<file path="src/hdl/pc_pkg.sv">
// Shared types, constants and character helpers for the percent codec.
package pc_pkg;

    // Character codes
    localparam logic [7:0] PCT_CHAR   = 8'h25;
    localparam logic [7:0] SLASH_CHAR = 8'h2F;

    // Configuration register indexes
    localparam logic REG_MODE       = 1'b0;
    localparam logic REG_PASS_SLASH = 1'b1;

    // Mode codes
    localparam logic MODE_ENCODE = 1'b0;
    localparam logic MODE_DECODE = 1'b1;

    // Byte groups buffered between the front and the back
    localparam int QUEUE_DEPTH = 2;

    // Most bytes one input item can produce
    localparam int MAX_OUT = 3;

    // Escape tracking in decode mode
    typedef enum logic [1:0] {
        PH_IDLE  = 2'd0,
        PH_PCT   = 2'd1,
        PH_DIGIT = 2'd2
    } phase_t;

    // One classified item: up to three bytes to send, last mark on the final one
    typedef struct packed {
        logic [1:0]      count;
        logic [2:0][7:0] bytes;
        logic            last;
    } entry_t;

    // Unreserved set: A-Z a-z 0-9 - . _ ~
    function automatic logic is_unreserved(logic [7:0] c);
        logic r;
        r = (c inside {[8'h41:8'h5A]}) || (c inside {[8'h61:8'h7A]}) ||
            (c inside {[8'h30:8'h39]}) ||
            (c inside {8'h2D, 8'h2E, 8'h5F, 8'h7E});
        return r;
    endfunction

    // Hex digit value; bit 4 set means not a hex digit
    function automatic logic [4:0] hex_value(logic [7:0] c);
        logic [4:0] v;
        if (c inside {[8'h30:8'h39]})
            v = 5'(c - 8'h30);
        else if (c inside {[8'h61:8'h66]})
            v = 5'(c - 8'h57);
        else if (c inside {[8'h41:8'h46]})
            v = 5'(c - 8'h37);
        else
            v = 5'h10;
        return v;
    endfunction

    // Uppercase hex character for a nibble
    function automatic logic [7:0] hex_char(logic [3:0] n);
        logic [7:0] c;
        if (n < 4'd10)
            c = 8'h30 + {4'h0, n};
        else
            c = 8'h37 + {4'h0, n};
        return c;
    endfunction

endpackage

</file>
<file path="src/hdl/pc_in_if.sv">
// Input channel: one string byte per beat with a last mark.
interface pc_in_if;
    logic       valid;
    logic       ready;
    logic [7:0] in_byte;
    logic       in_last;

    modport source (output valid, output in_byte, output in_last, input ready);
    modport sink   (input valid, input in_byte, input in_last, output ready);
endinterface

</file>
<file path="src/hdl/pc_out_if.sv">
// Output channel: one coded byte per beat with a last mark.
interface pc_out_if;
    logic       valid;
    logic       ready;
    logic [7:0] out_byte;
    logic       out_last;

    modport source (output valid, output out_byte, output out_last, input ready);
    modport sink   (input valid, input out_byte, input out_last, output ready);
endinterface

</file>
<file path="src/hdl/pc_front.sv">
// Front end: accepts input bytes, tracks escapes and builds byte groups.
module pc_front (
    input  logic          clk,
    input  logic          rst_n,
    input  logic          mode,
    input  logic          pass_slash,
    input  logic          queue_full,
    pc_in_if.sink         din,
    output logic          push,
    output pc_pkg::entry_t push_entry
);

    pc_pkg::phase_t phase_reg, phase_next;
    logic [7:0]     held_reg, held_next;

    logic           accept;
    logic [7:0]     b;
    logic [4:0]     hv_b;
    logic [4:0]     hv_held;
    logic [7:0]     esc_val;
    logic [1:0]     n_v;
    logic [2:0][7:0] bytes_v;

    assign din.ready = !queue_full;
    assign accept    = din.valid && din.ready;
    assign b         = din.in_byte;
    assign hv_b      = pc_pkg::hex_value(b);
    assign hv_held   = pc_pkg::hex_value(held_reg);
    assign esc_val   = {hv_held[3:0], hv_b[3:0]};

    // Classify one byte into up to three output bytes
    always_comb
    begin
        phase_next = phase_reg;
        held_next  = held_reg;
        n_v        = 2'd0;
        bytes_v    = '0;
        if (mode == pc_pkg::MODE_ENCODE)
        begin
            phase_next = pc_pkg::PH_IDLE;
            held_next  = 8'h00;
            if (pc_pkg::is_unreserved(b) || (pass_slash && b == pc_pkg::SLASH_CHAR))
            begin
                bytes_v[0] = b;
                n_v        = 2'd1;
            end
            else
            begin
                bytes_v[0] = pc_pkg::PCT_CHAR;
                bytes_v[1] = pc_pkg::hex_char(b[7:4]);
                bytes_v[2] = pc_pkg::hex_char(b[3:0]);
                n_v        = 2'd3;
            end
        end
        else
        begin
            case (phase_reg)
                pc_pkg::PH_PCT:
                begin
                    if (!hv_b[4])
                    begin
                        held_next  = b;
                        phase_next = pc_pkg::PH_DIGIT;
                    end
                    else
                    begin
                        // malformed: literal percent, then the byte afresh
                        bytes_v[0] = pc_pkg::PCT_CHAR;
                        n_v        = 2'd1;
                        if (b == pc_pkg::PCT_CHAR)
                            phase_next = pc_pkg::PH_PCT;
                        else
                        begin
                            phase_next = pc_pkg::PH_IDLE;
                            bytes_v[1] = b;
                            n_v        = 2'd2;
                        end
                    end
                end
                pc_pkg::PH_DIGIT:
                begin
                    if (!hv_b[4] && esc_val != 8'h00)
                    begin
                        bytes_v[0] = esc_val;
                        n_v        = 2'd1;
                        phase_next = pc_pkg::PH_IDLE;
                    end
                    else
                    begin
                        // bad second digit or zero escape: keep it verbatim
                        bytes_v[0] = pc_pkg::PCT_CHAR;
                        bytes_v[1] = held_reg;
                        n_v        = 2'd2;
                        if (b == pc_pkg::PCT_CHAR)
                            phase_next = pc_pkg::PH_PCT;
                        else
                        begin
                            phase_next = pc_pkg::PH_IDLE;
                            bytes_v[2] = b;
                            n_v        = 2'd3;
                        end
                    end
                end
                default:
                begin
                    if (b == pc_pkg::PCT_CHAR)
                        phase_next = pc_pkg::PH_PCT;
                    else
                    begin
                        phase_next = pc_pkg::PH_IDLE;
                        bytes_v[0] = b;
                        n_v        = 2'd1;
                    end
                end
            endcase

            // flush a pending escape on the final byte
            if (din.in_last)
            begin
                if (phase_next == pc_pkg::PH_PCT || phase_next == pc_pkg::PH_DIGIT)
                begin
                    if (n_v != 2'd3)
                    begin
                        bytes_v[n_v] = pc_pkg::PCT_CHAR;
                        n_v          = n_v + 2'd1;
                    end
                end
                if (phase_next == pc_pkg::PH_DIGIT)
                begin
                    if (n_v != 2'd3)
                    begin
                        bytes_v[n_v] = held_next;
                        n_v          = n_v + 2'd1;
                    end
                end
                phase_next = pc_pkg::PH_IDLE;
                held_next  = 8'h00;
            end
        end
    end

    // Escape state
    always_ff @(posedge clk or negedge rst_n)
    begin
        if (!rst_n)
        begin
            phase_reg <= pc_pkg::PH_IDLE;
            held_reg  <= 8'h00;
        end
        else if (accept)
        begin
            phase_reg <= phase_next;
            held_reg  <= held_next;
        end
    end

    // Groups with no bytes never enter the queue
    assign push             = accept && (n_v != 2'd0);
    assign push_entry.count = n_v;
    assign push_entry.bytes = bytes_v;
    assign push_entry.last  = din.in_last;

endmodule

</file>
<file path="src/hdl/pc_queue.sv">
// Small FIFO of byte groups between the front and the back.
module pc_queue #(
    parameter int DEPTH = pc_pkg::QUEUE_DEPTH
) (
    input  logic           clk,
    input  logic           rst_n,
    input  logic           push,
    input  pc_pkg::entry_t push_entry,
    output logic           full,
    input  logic           pop,
    output logic           head_valid,
    output pc_pkg::entry_t head_entry
);

    localparam int PTR_W = (DEPTH > 1) ? $clog2(DEPTH) : 1;
    localparam int CNT_W = $clog2(DEPTH + 1);

    pc_pkg::entry_t mem [DEPTH];
    logic [PTR_W-1:0] wr_ptr_reg, rd_ptr_reg;
    logic [CNT_W-1:0] count_reg;

    assign full       = (count_reg == CNT_W'(DEPTH));
    assign head_valid = (count_reg != '0);
    assign head_entry = mem[rd_ptr_reg];

    // Storage
    always_ff @(posedge clk)
    begin
        if (push)
            mem[wr_ptr_reg] <= push_entry;
    end

    // Pointers and fill count
    always_ff @(posedge clk or negedge rst_n)
    begin
        if (!rst_n)
        begin
            wr_ptr_reg <= '0;
            rd_ptr_reg <= '0;
            count_reg  <= '0;
        end
        else
        begin
            if (push)
                wr_ptr_reg <= (wr_ptr_reg == PTR_W'(DEPTH - 1)) ? '0 : wr_ptr_reg + 1'b1;
            if (pop)
                rd_ptr_reg <= (rd_ptr_reg == PTR_W'(DEPTH - 1)) ? '0 : rd_ptr_reg + 1'b1;
            if (push && !pop)
                count_reg <= count_reg + 1'b1;
            else if (pop && !push)
                count_reg <= count_reg - 1'b1;
        end
    end

endmodule

</file>
<file path="src/hdl/pc_back.sv">
// Back end: serializes byte groups into single output beats.
module pc_back (
    input  logic           clk,
    input  logic           rst_n,
    input  logic           head_valid,
    input  pc_pkg::entry_t head_entry,
    output logic           pop,
    pc_out_if.source       dout
);

    logic [1:0] idx_reg;
    logic       out_valid_reg;
    logic [7:0] out_byte_reg;
    logic       out_last_reg;
    logic       load;
    logic       final_byte;

    assign load       = head_valid && (!out_valid_reg || dout.ready);
    assign final_byte = (idx_reg == head_entry.count - 2'd1);
    assign pop        = load && final_byte;

    // Byte index within the current group
    always_ff @(posedge clk or negedge rst_n)
    begin
        if (!rst_n)
            idx_reg <= 2'd0;
        else if (load)
            idx_reg <= final_byte ? 2'd0 : idx_reg + 2'd1;
    end

    // Output register
    always_ff @(posedge clk or negedge rst_n)
    begin
        if (!rst_n)
            out_valid_reg <= 1'b0;
        else if (load)
            out_valid_reg <= 1'b1;
        else if (dout.ready)
            out_valid_reg <= 1'b0;
    end

    always_ff @(posedge clk)
    begin
        if (load)
        begin
            out_byte_reg <= head_entry.bytes[idx_reg];
            out_last_reg <= head_entry.last && final_byte;
        end
    end

    assign dout.valid    = out_valid_reg;
    assign dout.out_byte = out_byte_reg;
    assign dout.out_last = out_last_reg;

endmodule

</file>
<file path="src/hdl/percent_codec_core.sv">
// Percent codec: input bytes in, escaped or unescaped bytes out, one per beat.
// An input beat's byte group goes into the queue, then byte by byte into the output register.
// Throughput: one input byte per cycle while each yields one byte and dout is ready; a stream
// of bytes that expand to three is held to the pace of the back once the two-entry queue fills.
// Reset: escape state clears, the queue and output register empty, mode and pass_slash go to 0.
module percent_codec_core #(
    parameter int QUEUE_DEPTH = pc_pkg::QUEUE_DEPTH
) (
    input  logic     clk,
    input  logic     rst_n,
    input  logic     wr_en,
    input  logic     wr_index,
    input  logic     wr_data,
    pc_in_if.sink    din,
    pc_out_if.source dout
);

    logic           mode_reg;
    logic           pass_slash_reg;
    logic           queue_full;
    logic           push;
    logic           pop;
    logic           head_valid;
    pc_pkg::entry_t push_entry;
    pc_pkg::entry_t head_entry;

    // Configuration registers
    always_ff @(posedge clk or negedge rst_n)
    begin
        if (!rst_n)
        begin
            mode_reg       <= pc_pkg::MODE_ENCODE;
            pass_slash_reg <= 1'b0;
        end
        else if (wr_en)
        begin
            case (wr_index)
                pc_pkg::REG_MODE:       mode_reg       <= wr_data;
                pc_pkg::REG_PASS_SLASH: pass_slash_reg <= wr_data;
                default:                ;
            endcase
        end
    end

    pc_front u_front (
        .clk        (clk),
        .rst_n      (rst_n),
        .mode       (mode_reg),
        .pass_slash (pass_slash_reg),
        .queue_full (queue_full),
        .din        (din),
        .push       (push),
        .push_entry (push_entry)
    );

    pc_queue #(
        .DEPTH (QUEUE_DEPTH)
    ) u_queue (
        .clk        (clk),
        .rst_n      (rst_n),
        .push       (push),
        .push_entry (push_entry),
        .full       (queue_full),
        .pop        (pop),
        .head_valid (head_valid),
        .head_entry (head_entry)
    );

    pc_back u_back (
        .clk        (clk),
        .rst_n      (rst_n),
        .head_valid (head_valid),
        .head_entry (head_entry),
        .pop        (pop),
        .dout       (dout)
    );

endmodule

</file>
<file path="src/flat_wrapper.sv">
// flat-port wrapper written by rule: the top's interface ports become plain ports
module percent_codec_core_flat 
#(
    parameter int QUEUE_DEPTH = pc_pkg::QUEUE_DEPTH
)
  (clk, rst_n, wr_en, wr_index, wr_data, din_valid, din_in_byte, din_in_last, din_ready, dout_valid, dout_out_byte, dout_out_last, dout_ready);
  pc_in_if din_i ();
  pc_out_if dout_i ();
  input  logic clk;
  input  logic rst_n;
  input  logic wr_en;
  input  logic wr_index;
  input  logic wr_data;
  input wire logic [$bits(din_i.valid)-1:0] din_valid;
  input wire logic [$bits(din_i.in_byte)-1:0] din_in_byte;
  input wire logic [$bits(din_i.in_last)-1:0] din_in_last;
  output wire logic [$bits(din_i.ready)-1:0] din_ready;
  output wire logic [$bits(dout_i.valid)-1:0] dout_valid;
  output wire logic [$bits(dout_i.out_byte)-1:0] dout_out_byte;
  output wire logic [$bits(dout_i.out_last)-1:0] dout_out_last;
  input wire logic [$bits(dout_i.ready)-1:0] dout_ready;
  assign din_i.valid = din_valid;
  assign din_i.in_byte = din_in_byte;
  assign din_i.in_last = din_in_last;
  assign din_ready = din_i.ready;
  assign dout_valid = dout_i.valid;
  assign dout_out_byte = dout_i.out_byte;
  assign dout_out_last = dout_i.out_last;
  assign dout_i.ready = dout_ready;
  percent_codec_core #(.QUEUE_DEPTH(QUEUE_DEPTH)) u_core (.clk(clk), .rst_n(rst_n), .wr_en(wr_en), .wr_index(wr_index), .wr_data(wr_data), .din(din_i), .dout(dout_i));
endmodule
</file>
<file path="config.mk">
export PLATFORM = sky130hd
export DESIGN_NAME = percent_codec_core_flat
export DESIGN_NICKNAME = d
export VERILOG_FILES = /design/src/hdl/pc_pkg.sv /design/src/hdl/pc_in_if.sv /design/src/hdl/pc_out_if.sv /design/src/hdl/pc_front.sv /design/src/hdl/pc_queue.sv /design/src/hdl/pc_back.sv /design/src/hdl/percent_codec_core.sv /design/src/flat_wrapper.sv
export SDC_FILE = /design/constraint.sdc
export NUM_CORES = 1
export LEC_CHECK = 0
export BUFFER_PORTS_ARGS = -buffer_cell sky130_fd_sc_hd__buf_2
export CAP_MARGIN = 20
export CORE_MARGIN = 5
export CORE_UTILIZATION = 40
export DETAILED_ROUTE_END_ITERATION = 10
export GPL_TIMING_DRIVEN = 0
export SETUP_SLACK_MARGIN = 0.1
export SLEW_MARGIN = 20
export SYNTH_ARGS = -nofsm -noshare
export SYNTH_HDL_FRONTEND = slang
export SYNTH_SLANG_ARGS = --single-unit
</file>
<file path="constraint.sdc">
create_clock -name clk -period 5.1 [get_ports clk]
set_input_delay 0.765 -clock clk [delete_from_list [all_inputs] [get_ports clk]]
set_output_delay 0.765 -clock clk [all_outputs]
set_load 0.05 [all_outputs]
</file>
# Yosys cells after proc, flatten, opt, wreduce, memory -nomap -nowiden

Memories as Yosys holds them, arrays and structs flattened.
Cells that the tools add are included.

Bits in registers: 28
Memories kept: 1
RAM bits: 54
Memory bits (read-only): 0
Word-level logic and storage cells: 179
Latch bits: 0
Bits of input ports: 16

Multiply operators: 0
Equality and inequality tests: 14
Shift operators: 0
Reduce and logical (&&, ||, !) cells: 38
Div/mod/pow operators: 0
Bitwise operators: 4
$lt $le $gt $ge: 21
Add/sub/neg operators: 18
Muxes and demuxes: 72

Memories:

| memory             | depth | width | read ports | clocked after Yosys merged registers in | write ports | RTL line       | RTL |
|---|---|---|---|---|---|---|---|
| u_core.u_queue.mem | 2     | 27    | 1          | 0                                       | 1           | pc_queue.sv:18 | `pc_pkg::entry_t mem [DEPTH];` |

Operator list:

| kind                                                                         | count |
|---|---|
| 24-bit 2-to-1 mux                                                            | 8 |
| 8-bit 2-to-1 mux                                                             | 15 |
| 8-bit by 7-bit <= comparator with 1-bit output, second input constant        | 6 |
| 16-bit 2-to-1 mux                                                            | 3 |
| 2-bit 2-to-1 mux                                                             | 20 |
| 8-bit demux with 2-bit select                                                | 2 |
| 8-bit by 6-bit equality test with 1-bit output, second input constant        | 4 |
| 8-bit by 7-bit >= comparator with 1-bit output, second input constant        | 4 |
| 8-bit one-hot mux with 2 select lines                                        | 2 |
| 6-bit by 4-bit adder with 7-bit output, first input constant                 | 4 |
| 24-bit bitwise mux                                                           | 1 |
| 1-bit logical AND                                                            | 19 |
| 8-bit binary-select mux with 2-bit select                                    | 1 |
| 8-bit by 7-bit equality test with 1-bit output, second input constant        | 2 |
| 8-bit by 6-bit >= comparator with 1-bit output, second input constant        | 2 |
| 8-bit by 6-bit <= comparator with 1-bit output, second input constant        | 2 |
| 15-bit bitwise AND                                                           | 1 |
| 5-bit 2-to-1 mux                                                             | 3 |
| 15-bit inverter                                                              | 1 |
| 5-bit subtractor, second input constant                                      | 3 |
| 7-bit 2-to-1 mux                                                             | 2 |
| 4-bit 2-to-1 mux                                                             | 3 |
| 1-bit 2-to-1 mux                                                             | 10 |
| 2-bit by 3-bit less-than comparator with 1-bit output, second input constant | 3 |
| 20 further kinds                                                             | 46 |

# Logic depth before layout (Yosys ltp)

Gate-level depths: netlist (run 1).

Word-level depth: 26
Depth in mapped cells: 21
Mapped depth without buffers: 19

# Cells and area by module

A second synthesis (run 1) with hierarchy kept.

Cell total of the unflattened synthesis: 531
Area, all modules: 5,454.0 um2

By module, submodules not included:

| module             | cells each | area an instance (um2) | instances | sequential area each (um2) |
|---|---|---|---|---|
| pc_front           | 368        | 2,493.6                | 1         | 250.2 |
| pc_queue           | 100        | 2,237.1                | 1         | 1,721.7 |
| pc_back            | 57         | 636.9                  | 1         | 345.3 |
| percent_codec_core | 6          | 86.3                   | 1         | 50.0 |

# Worst setup path before layout (run 1)

OpenSTA, ideal clock, no wires.

Kind: in2reg
Start: in din_in_byte[0]
End: mem u_core.u_queue.mem[0][0] in the netlist's numbering (enable)
Data required time: 4.686 ns
Path slack: -1.123 ns
Path buffers: 2
Stages: 18
Arrival time: 5.809 ns
Cells stage by stage: clkbuf_1 inv_1 ha_1 or4b_4 a311oi_2 a21o_2 nand2_4 a22o_1 o41a_4 nor2_2 buf_2 o31ai_1 ha_1 nor2b_1 a21oi_1 nor2_1 o311a_1 nor2b_1

Cells in the longest elaborated chain, start to end: 24

Ends and longest elaborated chain:

| element                                                                                                                 | RTL line                   | RTL |
|---|---|---|
| start, declared                                                                                                         | flat_wrapper.sv:15         | `input wire logic [$bits(din_i.in_byte)-1:0] din_in_byte;` |
| 8-bit by 7-bit >= comparator with 1-bit output / 8-bit by 7-bit <= comparator with 1-bit output (equally long branches) | pc_pkg.sv:39, pc_pkg.sv:52 |  |
| 1-bit logical AND                                                                                                       | pc_pkg.sv:52               | `else if (c inside {[8'h41:8'h46]})` |
| 5-bit 2-to-1 mux                                                                                                        | pc_pkg.sv:52               |  |
| 5-bit 2-to-1 mux                                                                                                        | pc_pkg.sv:50               | `else if (c inside {[8'h61:8'h66]})` |
| 5-bit 2-to-1 mux                                                                                                        | pc_pkg.sv:48               | `if (c inside {[8'h30:8'h39]})` |
| 8-bit nonzero test / 1-bit zero test (equally long branches)                                                            | pc_front.sv:82             | `if (!hv_b[4] && esc_val != 8'h00)` |
| 1-bit logical AND                                                                                                       | pc_front.sv:82             |  |
| 2-bit 2-to-1 mux / 1-bit 2-to-1 mux (equally long branches)                                                             | pc_front.sv:82             |  |
| [9 not listed]                                                                                                          | --                         |  |
| 2-bit 2-to-1 mux                                                                                                        | pc_front.sv:128            | `if (phase_next == pc_pkg::PH_DIGIT)` |
| 2-bit 2-to-1 mux                                                                                                        | pc_front.sv:118            | `if (din.in_last)` |
| 2-bit 2-to-1 mux (*)                                                                                                    | pc_front.sv:38             | `if (mode == pc_pkg::MODE_ENCODE)` |
| 2-bit nonzero test (*)                                                                                                  | pc_front.sv:158            | `assign push = accept && (n_v != 2'd0);` |
| 1-bit logical AND (*)                                                                                                   | pc_front.sv:158            |  |
| via u_core.push                                                                                                         | percent_codec_core.sv:21   | `logic push;` |
| 1-bit 2-to-1 mux (*)                                                                                                    | pc_queue.sv:29             | `if (push)` |
| 1-bit 2-to-1 mux (not written as such) (*)                                                                              | pc_queue.sv:30             | `mem[wr_ptr_reg] <= push_entry;` |
| end, declared                                                                                                           | pc_queue.sv:18             |  |

Mark *: on every way through the listed nets, which the timed path passes. The rest lies on a longest branch. The select of a mux whose other input is x is not followed.

==> summary.txt, run 1 <==
Run
  • Max Cap Violations: 0

Global route
  • Largest net degree at the start of global routing: 20
  • Grt total ovfl: 0
  • Global-route wire length before repair: 22.9 mm
  • Antenna violations before repair: 0
  • Total GRT Usage: 20.0%
  • Vias in the first global route: 4091

Layout
  • Fill cells: 1176
  • Share of cells above drive strength 1: 18.9%
  • Final net count: 578
  • Synth-to-layout area growth: 18.3%
  • Max reg flops: 54
  • ANT cells: 0

Timing
  • Slew Limit Fails: 0
  • Max Clk Rate: 203 MHz
  • Worst Max-Slew Pin Slew: 0.903 ns
  • Rel. slew slack: 39.2%
  • Final setup vio count: 0
  • Layout Skew: 0.00738 ns
  • Worst setup margin: 0.163 ns
  • RSZ-0062 raised after global routing: yes
  • Final hold violations: 0
  • Final period utilization: 96.8%
  • Min Tclk post-route: 4.94 ns

Worst setup path
  • CP Buf/Inv Count: 4
  • WS Path Type: in2reg
  • CP max stage cell: nor3_1
  • Critical R2R Capture: u_core.u_queue.mem[0][16]$_DFFE_PP_
  • CP Data Arrival Time: 4.95 ns
  • CP endpoint kind: flip-flop
  • CP Launch Point: din_in_byte[0]
  • FF-to-FF Start: u_core.u_front.held_reg[1]$_DFFE_PN0P_
  • Worst EP required: 5.11 ns
  • Crit-path max FO: 10
  • R2r setup slk: 0.75 ns
  • CP startpoint kind: primary input
  • Critical path cell sequence: buf_2, clkbuf_16, inv_8, ha_4, or4b_4, a311oi_4, a21o_2, nand2_4, a22o_4, o41a_4, nor2_4, buf_8, o31ai_4, ha_4, nand3_1, nor3_1, a222oi_1
  • R2R cell count: 16
  • Crit-path max cell delay: 0.63 ns
  • Top delay family on crit path: compound AO/OA/AOI/OAI gates
  • Cell mode on critical path: ha_4

Placed design
  • HPWL after DPL: 10.7 mm
  • Pre-CTS setup slack: -1.03 ns
  • Gpl congestion: 0.980
  • # port buffers: 24

Synthesis
  • Post-synth top flop: edfxtp_1
  • Synth cell types: 73
  • Post-Syn Instances: 499
  • Number of synthesized flops with an enable pin: 63
  • Mapped Area: 5100 sq um
  • Mapped Avg Cell Area: 10.2 sq um
  • Synthesized net count: 532
  • FFs w/ async S/R, synth: 23.2%
  • #FFs+latches synth: 82
  • Syn. warnings: 0
  • Post-synthesis sequential area ratio: 46.4%

Routing
  • ANT nets after route: 0
  • Via count: 4262
  • 1st-iter DRT viols: 497
  • Via density: 5.90
  • Drt first pass iters: 8
  • Wire length per cell: 20.3 microns
  • DRC Markers: 0
  • Final WL: 14.7 mm

Clock network
  • H-tree levels: 3
  • Max Root-Sink Buffers: 2
  • TritonCTS clock tree: built
  • Cts bufs inserted: 9
  • Clock Tree Root: clkbuf_16
  • Reg clk slew, reported paths: 0.07 ns
  • Worst skew pair latency: 0.34 ns
  • CTS sink cnt: 82

Worst hold path
  • Worst hold-check path type: in2async

Status
  • Status: finished, final reports clean

Floorplan
  • Starting Density: 40.6%
  • Chip height: 123 microns
  • Cell Rows: 41
  • Core area: 12600 sq um
  • IO Pins: 27
  • Die Area: 15100 sq um
  • Die span in x: 123 microns

Pwr
  • Pwr Total: 0.00254 W
  • LEAKAGE: 2.24 nW
  • VDD IR max: 0.152 mV
  • PD cells: 421 nW/um^2
-- logic make-up after synthesis --
kind of cell | after synthesis | share of synthesized area, %
multiplexers | 24 | 6.75
AND/OR/NAND/NOR | 142 | 13.5
buffers and inverters | 60 | 4.61
XOR/XNOR | 10 | 1.72
flip-flops | 82 | 46.4
adder cells (fa/ha/maj) | 17 | 4.17
AO/OA/AOI/OAI | 164 | 22.8
-- power breakdown --
group	leakage, nW	internal (W)	switching [W]
combinational	1.26	0.000316	0.000564
sequential	0.839	0.000943	0.0000633
clock	0.149	0.000383	0.000268
-- worst max-delay path by stage --
stage,cells past startpoint,end
after floorplan,18,u_core.u_queue.mem[0][0]$_DFFE_PP_
after global placement,18,u_core.u_queue.mem[0][12]$_DFFE_PP_
after detailed placement,18,u_core.u_queue.mem[0][23]$_DFFE_PP_
after CTS,22,u_core.u_queue.count_reg[1]$_DFFE_PN0P_
after global routing,20,u_core.u_queue.mem[1][16]$_DFFE_PP_
final,17,u_core.u_queue.mem[0][1]$_DFFE_PP_
-- final cells by class --
cell class              count  area, sq um  area share (%)
inverters                  32          131            2.18
clock buffers               9          225            3.73
plain buffers              28          149            2.47
well taps                 172          215            3.57
flip-flops and latches     82         2370            39.3
repair buffers             33          213            3.53
clock inverters             7         76.3            1.27
multi-input cells         359         2650            44.0
-- synth_stat cells (5+ instances only) --
library cell | number | area, sq um
a21oi_1 | 32 | 160
a22o_1 | 8 | 70.1
a31oi_1 | 6 | 37.5
a32oi_1 | 7 | 61.3
and3_1 | 6 | 37.5
clkbuf_1 | 22 | 82.6
dfrtp_1 | 19 | 475
edfxtp_1 | 63 | 1890
ha_1 | 17 | 213
inv_1 | 32 | 120
mux2i_1 | 13 | 130
mux4_2 | 8 | 180
nand2_1 | 53 | 199
nand2b_1 | 8 | 50.1
nand3_1 | 13 | 65.1
nor2_1 | 31 | 116
nor2b_1 | 6 | 37.5
o21a_1 | 6 | 45.0
o21ai_0 | 37 | 185
o22ai_1 | 10 | 62.6
xnor2_1 | 5 | 43.8
xor2_1 | 5 | 43.8
-- cell usage in the layout, fill, tap and decap left out, types with 4 or more instances in the layout --
cell type,Yosys,layout
nor3_1,4,4
nand2b_1,8,8
dfrtp_1,19,19
a31oi_1,6,5
nor2b_1,6,5
o21a_1,6,6
a21oi_1,32,31
nand2_1,53,52
xor2_1,5,5
o21ai_1,3,4
ha_1,17,14
clkbuf_16,0,10
o22ai_1,10,10
mux4_2,8,8
buf_2,2,26
nor2_1,31,29
mux2i_1,13,13
xnor2_1,5,5
o21ai_0,37,36
a32o_1,4,4
and3_1,6,6
a32oi_1,7,7
buf_4,0,7
nand3_1,13,13
edfxtp_1,63,63
a22o_1,8,6
clkbuf_1,22,19
a221o_1,4,4
inv_1,32,29
-- worst register-to-register path: stages, from the launching register on --
cell and delay (ns):
dfrtp_1 0.47, inv_1 0.16, ha_1 0.20, o21bai_1 0.10, a2111oi_1 0.84, a221o_1 0.30
o41a_4 0.17, nor2_4 0.05, buf_8 0.12, o31ai_4 0.25, ha_4 0.27, nor2b_1 0.23
a21oi_2 0.08, nor2_4 0.18, a21oi_1 0.17, a22o_1 0.26, a32o_1 0.24
-- routing by layer --
metal | GRT usage (%) | part of all wire (%)
met1 | 26.8 | 43
met2 | 32.1 | 46
met3 | 4.01 | 6.3
met4 | 7.91 | 4.0
met5 | 0 | 0
-- per-stage QoR --
step / setup TNS [ns] / hold WS, ns / utilization (%) / std cells / instance area [sq um]
global placement: -79.51 / 0.470 / 44.0 / 695 / 5530
global route: 0 / 0.410 / 48.0 / 722 / 6030
floorplan: 0 / 0.469 / - / 499 / 5200
CTS: 0 / 0.378 / 47.3 / 718 / 5940
detailed placement: -74.55 / 0.487 / 44.0 / 695 / 5530
finish: 0 / 0.379 / 48.0 / 722 / 6030
-- timing repair --
action	4_1_cts	5_1_grt
cloned	2	0
hold buffers	0	0
pin swaps	3	8
gates resized for setup	10	14
endpoints found under the setup margin	100	94
buffers inserted	5	4
Power figures use the tool's default switching activity.
==> run 2: changes to the inputs <==
--- a/config.mk
+++ b/config.mk
@@ -11,6 +11,7 @@
 export CORE_UTILIZATION = 40
 export DETAILED_ROUTE_END_ITERATION = 10
 export GPL_TIMING_DRIVEN = 0
+export PLACE_DENSITY_LB_ADDON = 0.25
 export SETUP_SLACK_MARGIN = 0.1
 export SLEW_MARGIN = 20
 export SYNTH_ARGS = -nofsm -noshare
==> run 2 against run 1 <==
Global-route usage down 0.078 points. Total power grew 3.1%. Final cell count up 1.4%. Clock skew increased by 0.00072 ns. Worst hold slack improved by 0.0087 ns. Critical path depth grew 2. Register-to-register slack barely moved. Critical path type unchanged. Combinational power increased by 0.9%. Flip-flop and latch count is the same. Sequential power hardly changed.
==> summary.txt, run 2 (synthesis gave the netlist of run 1 again) <==
Layout
  • Synth-to-layout area growth: 20.7%
  • Max reg flops: 54
  • ANT cells: 0
  • Share of cells above drive strength 1: 21.3%
  • Core Util, Final: 48.9%
  • Commonest non-fill, non-tap cell in the layout: edfxtp_1
  • Final net count: 588
  • Most frequent cells in the layout: edfxtp_1 (63), nand2_1 (53), o21ai_0 (36)

Status
  • Status: finished, final reports clean

Clock network
  • TritonCTS clock tree: built
  • # hold bufs at CTS: 0
  • H-tree levels: 3
  • CTS sink cnt: 82
  • Reg clk slew, reported paths: 0.06 ns
  • Max Root-Sink Buffers: 2
  • Clock Tree Root: clkbuf_16
  • Worst skew pair latency: 0.34 ns
  • Cts bufs inserted: 9

Placed design
  • HPWL after DPL: 10.4 mm
  • Gpl congestion: 0.970
  • # port buffers: 24

Timing
  • Final hold violations: 0
  • RSZ-0062 raised after global routing: yes
  • Final Hold Slack: 0.387 ns
  • Layout Skew: 0.00810 ns
  • Setup_tns: 0 ns
  • Rel. slew slack: 42.6%
  • Final setup vio count: 0
  • Slew Limit Fails: 0
  • Final period utilization: 96.8%
  • Max Clk Rate: 203 MHz
  • Worst Max-Slew Pin Slew: 0.859 ns
  • Min Tclk post-route: 4.94 ns

Worst setup path
  • CP endpoint kind: flip-flop
  • Critical path cell sequence: buf_2, clkbuf_16, inv_8, ha_4, or4b_4, a311oi_2, a21o_2, nand2_4, a221o_1, o41a_4, nor2_4, buf_6, o31ai_4, ha_4, nor2b_2, nand2_1, a221oi_2, o21ai_0, o2bb2ai_1
  • Cell mode on critical path: ha_4
  • FF-to-FF Start: u_core.u_front.held_reg[1]$_DFFE_PN0P_
  • Crit-path max cell delay: 0.53 ns
  • Critical R2R Capture: u_core.u_queue.mem[0][20]$_DFFE_PP_
  • R2r setup slk: 0.74 ns
  • CP Buf/Inv Count: 4
  • WS Path Type: in2reg
  • Top delay family on crit path: compound AO/OA/AOI/OAI gates
  • CP startpoint kind: primary input
  • CP Data Arrival Time: 4.99 ns
  • CP max stage cell: o41a_4
  • Crit-path max FO: 10
  • R2R cell count: 15
  • Worst EP required: 5.16 ns

Floorplan
  • Die Area: 15100 sq um
  • Core area: 12600 sq um
  • Cell Rows: 41
  • Chip height: 123 microns
  • IO Pins: 27
  • Starting Density: 40.6%
  • Die span in x: 123 microns

Global route
  • Largest net degree at the start of global routing: 20
  • Antenna violations before repair: 0
  • Global-route wire length before repair: 22.9 mm
  • Vias in the first global route: 4132
  • Grt total ovfl: 0
  • Total GRT Usage: 20.0%

Routing
  • Drt first pass iters: 6
  • Via density: 5.98
  • Wire length per cell: 20.0 microns
  • ANT nets after route: 0
  • Via count: 4381
  • Final WL: 14.6 mm
  • 1st-iter DRT viols: 712
  • DRC Markers: 0

Pwr
  • Pwr Total: 0.00262 W
  • PD cells: 425 nW/um^2
  • VDD IR max: 0.187 mV
  • LEAKAGE: 2.30 nW

Worst hold path
  • Worst hold-check path type: in2async

Run
  • Max Cap Violations: 0
-- run 2: changes by cell type in the layout (fill, tap and decap cells not counted), sizes merged --
cell	before	now
inv	33	35
buf	40	50
clkinv	4	0
bufinv	1	2
clkinvlp	1	2
-- run 2: layer usage --
| metal | global-route usage [%] | vias up | share of wire, % |
|---|---|---|---|
| met4 | 8.75 | 0 | 3.8 |
| li1 | - | 2015 | - |
| met1 | 26.2 | 2105 | 41 |
| met5 | 0 | - | 0 |
| met3 | 3.59 | 51 | 7.0 |
| met2 | 32.4 | 210 | 48 |
-- run 2: layout make-up --
class                      count  area [sq um]
multi-input combinational    359          2680
inverter                      32           131
timing repair buffer          43           288
clock inverter                 7           105
buffer                        28           145
fill                        1166          6420
clock buffer                   9           225
tap                          172           215
sequential                    82          2370
-- run 2: where the power goes --
group	internal [W]	switching, W
registers	0.000942	0.0000650
logic	0.000325	0.000563
clock network	0.000437	0.000283
-- run 2: through the flow --
stage	setup slack (ns)	instance area, sq um	instances
6_report	0.164	6150	732
5_1_grt	0.0361	6150	732
4_1_cts	0.103	5940	717
3_5_place_dp	-1.00	5530	695
3_3_place_gp	-1.02	5530	695
2_1_floorplan	0.0167	5200	499
-- run 2: how the worst max path moves through the flow --
stage / from / to / slack, ns / cells past startpoint
2_1_floorplan: din_in_byte[0] / u_core.u_queue.mem[0][0]$_DFFE_PP_ / 0.02 / 18
3_3_place_gp: din_in_byte[4] / u_core.u_queue.mem[0][4]$_DFFE_PP_ / -1.02 / 18
3_5_place_dp: din_in_byte[4] / u_core.u_queue.mem[0][18]$_DFFE_PP_ / -1.00 / 19
4_1_cts: din_in_byte[0] / u_core.u_queue.count_reg[1]$_DFFE_PN0P_ / 0.10 / 21
5_1_grt: din_in_byte[0] / u_core.u_queue.count_reg[1]$_DFFE_PN0P_ / 0.04 / 22
6_report: din_in_byte[0] / u_core.u_queue.mem[0][20]$_DFFE_PP_ / 0.16 / 19
-- run 2: what timing repair did --
item,in CTS,in global routing
endpoints found under the setup margin,98,92
gates cloned,2,0
pin swaps,2,11
resized for setup,8,19
buffers inserted,4,15
-- run 2: worst reg2reg max path, stage by stage, from the launching register on --
cell       delay, ns
dfrtp_1         0.47
inv_1           0.15
ha_1            0.19
o21bai_1        0.07
a2111oi_1       0.81
a221o_1         0.34
o41a_4          0.22
nor2_4          0.05
buf_6           0.12
o31ai_4         0.24
ha_4            0.28
nor2b_2         0.21
nand2_1         0.17
a221oi_2        0.35
o21ai_0         0.20
o2bb2ai_1       0.21
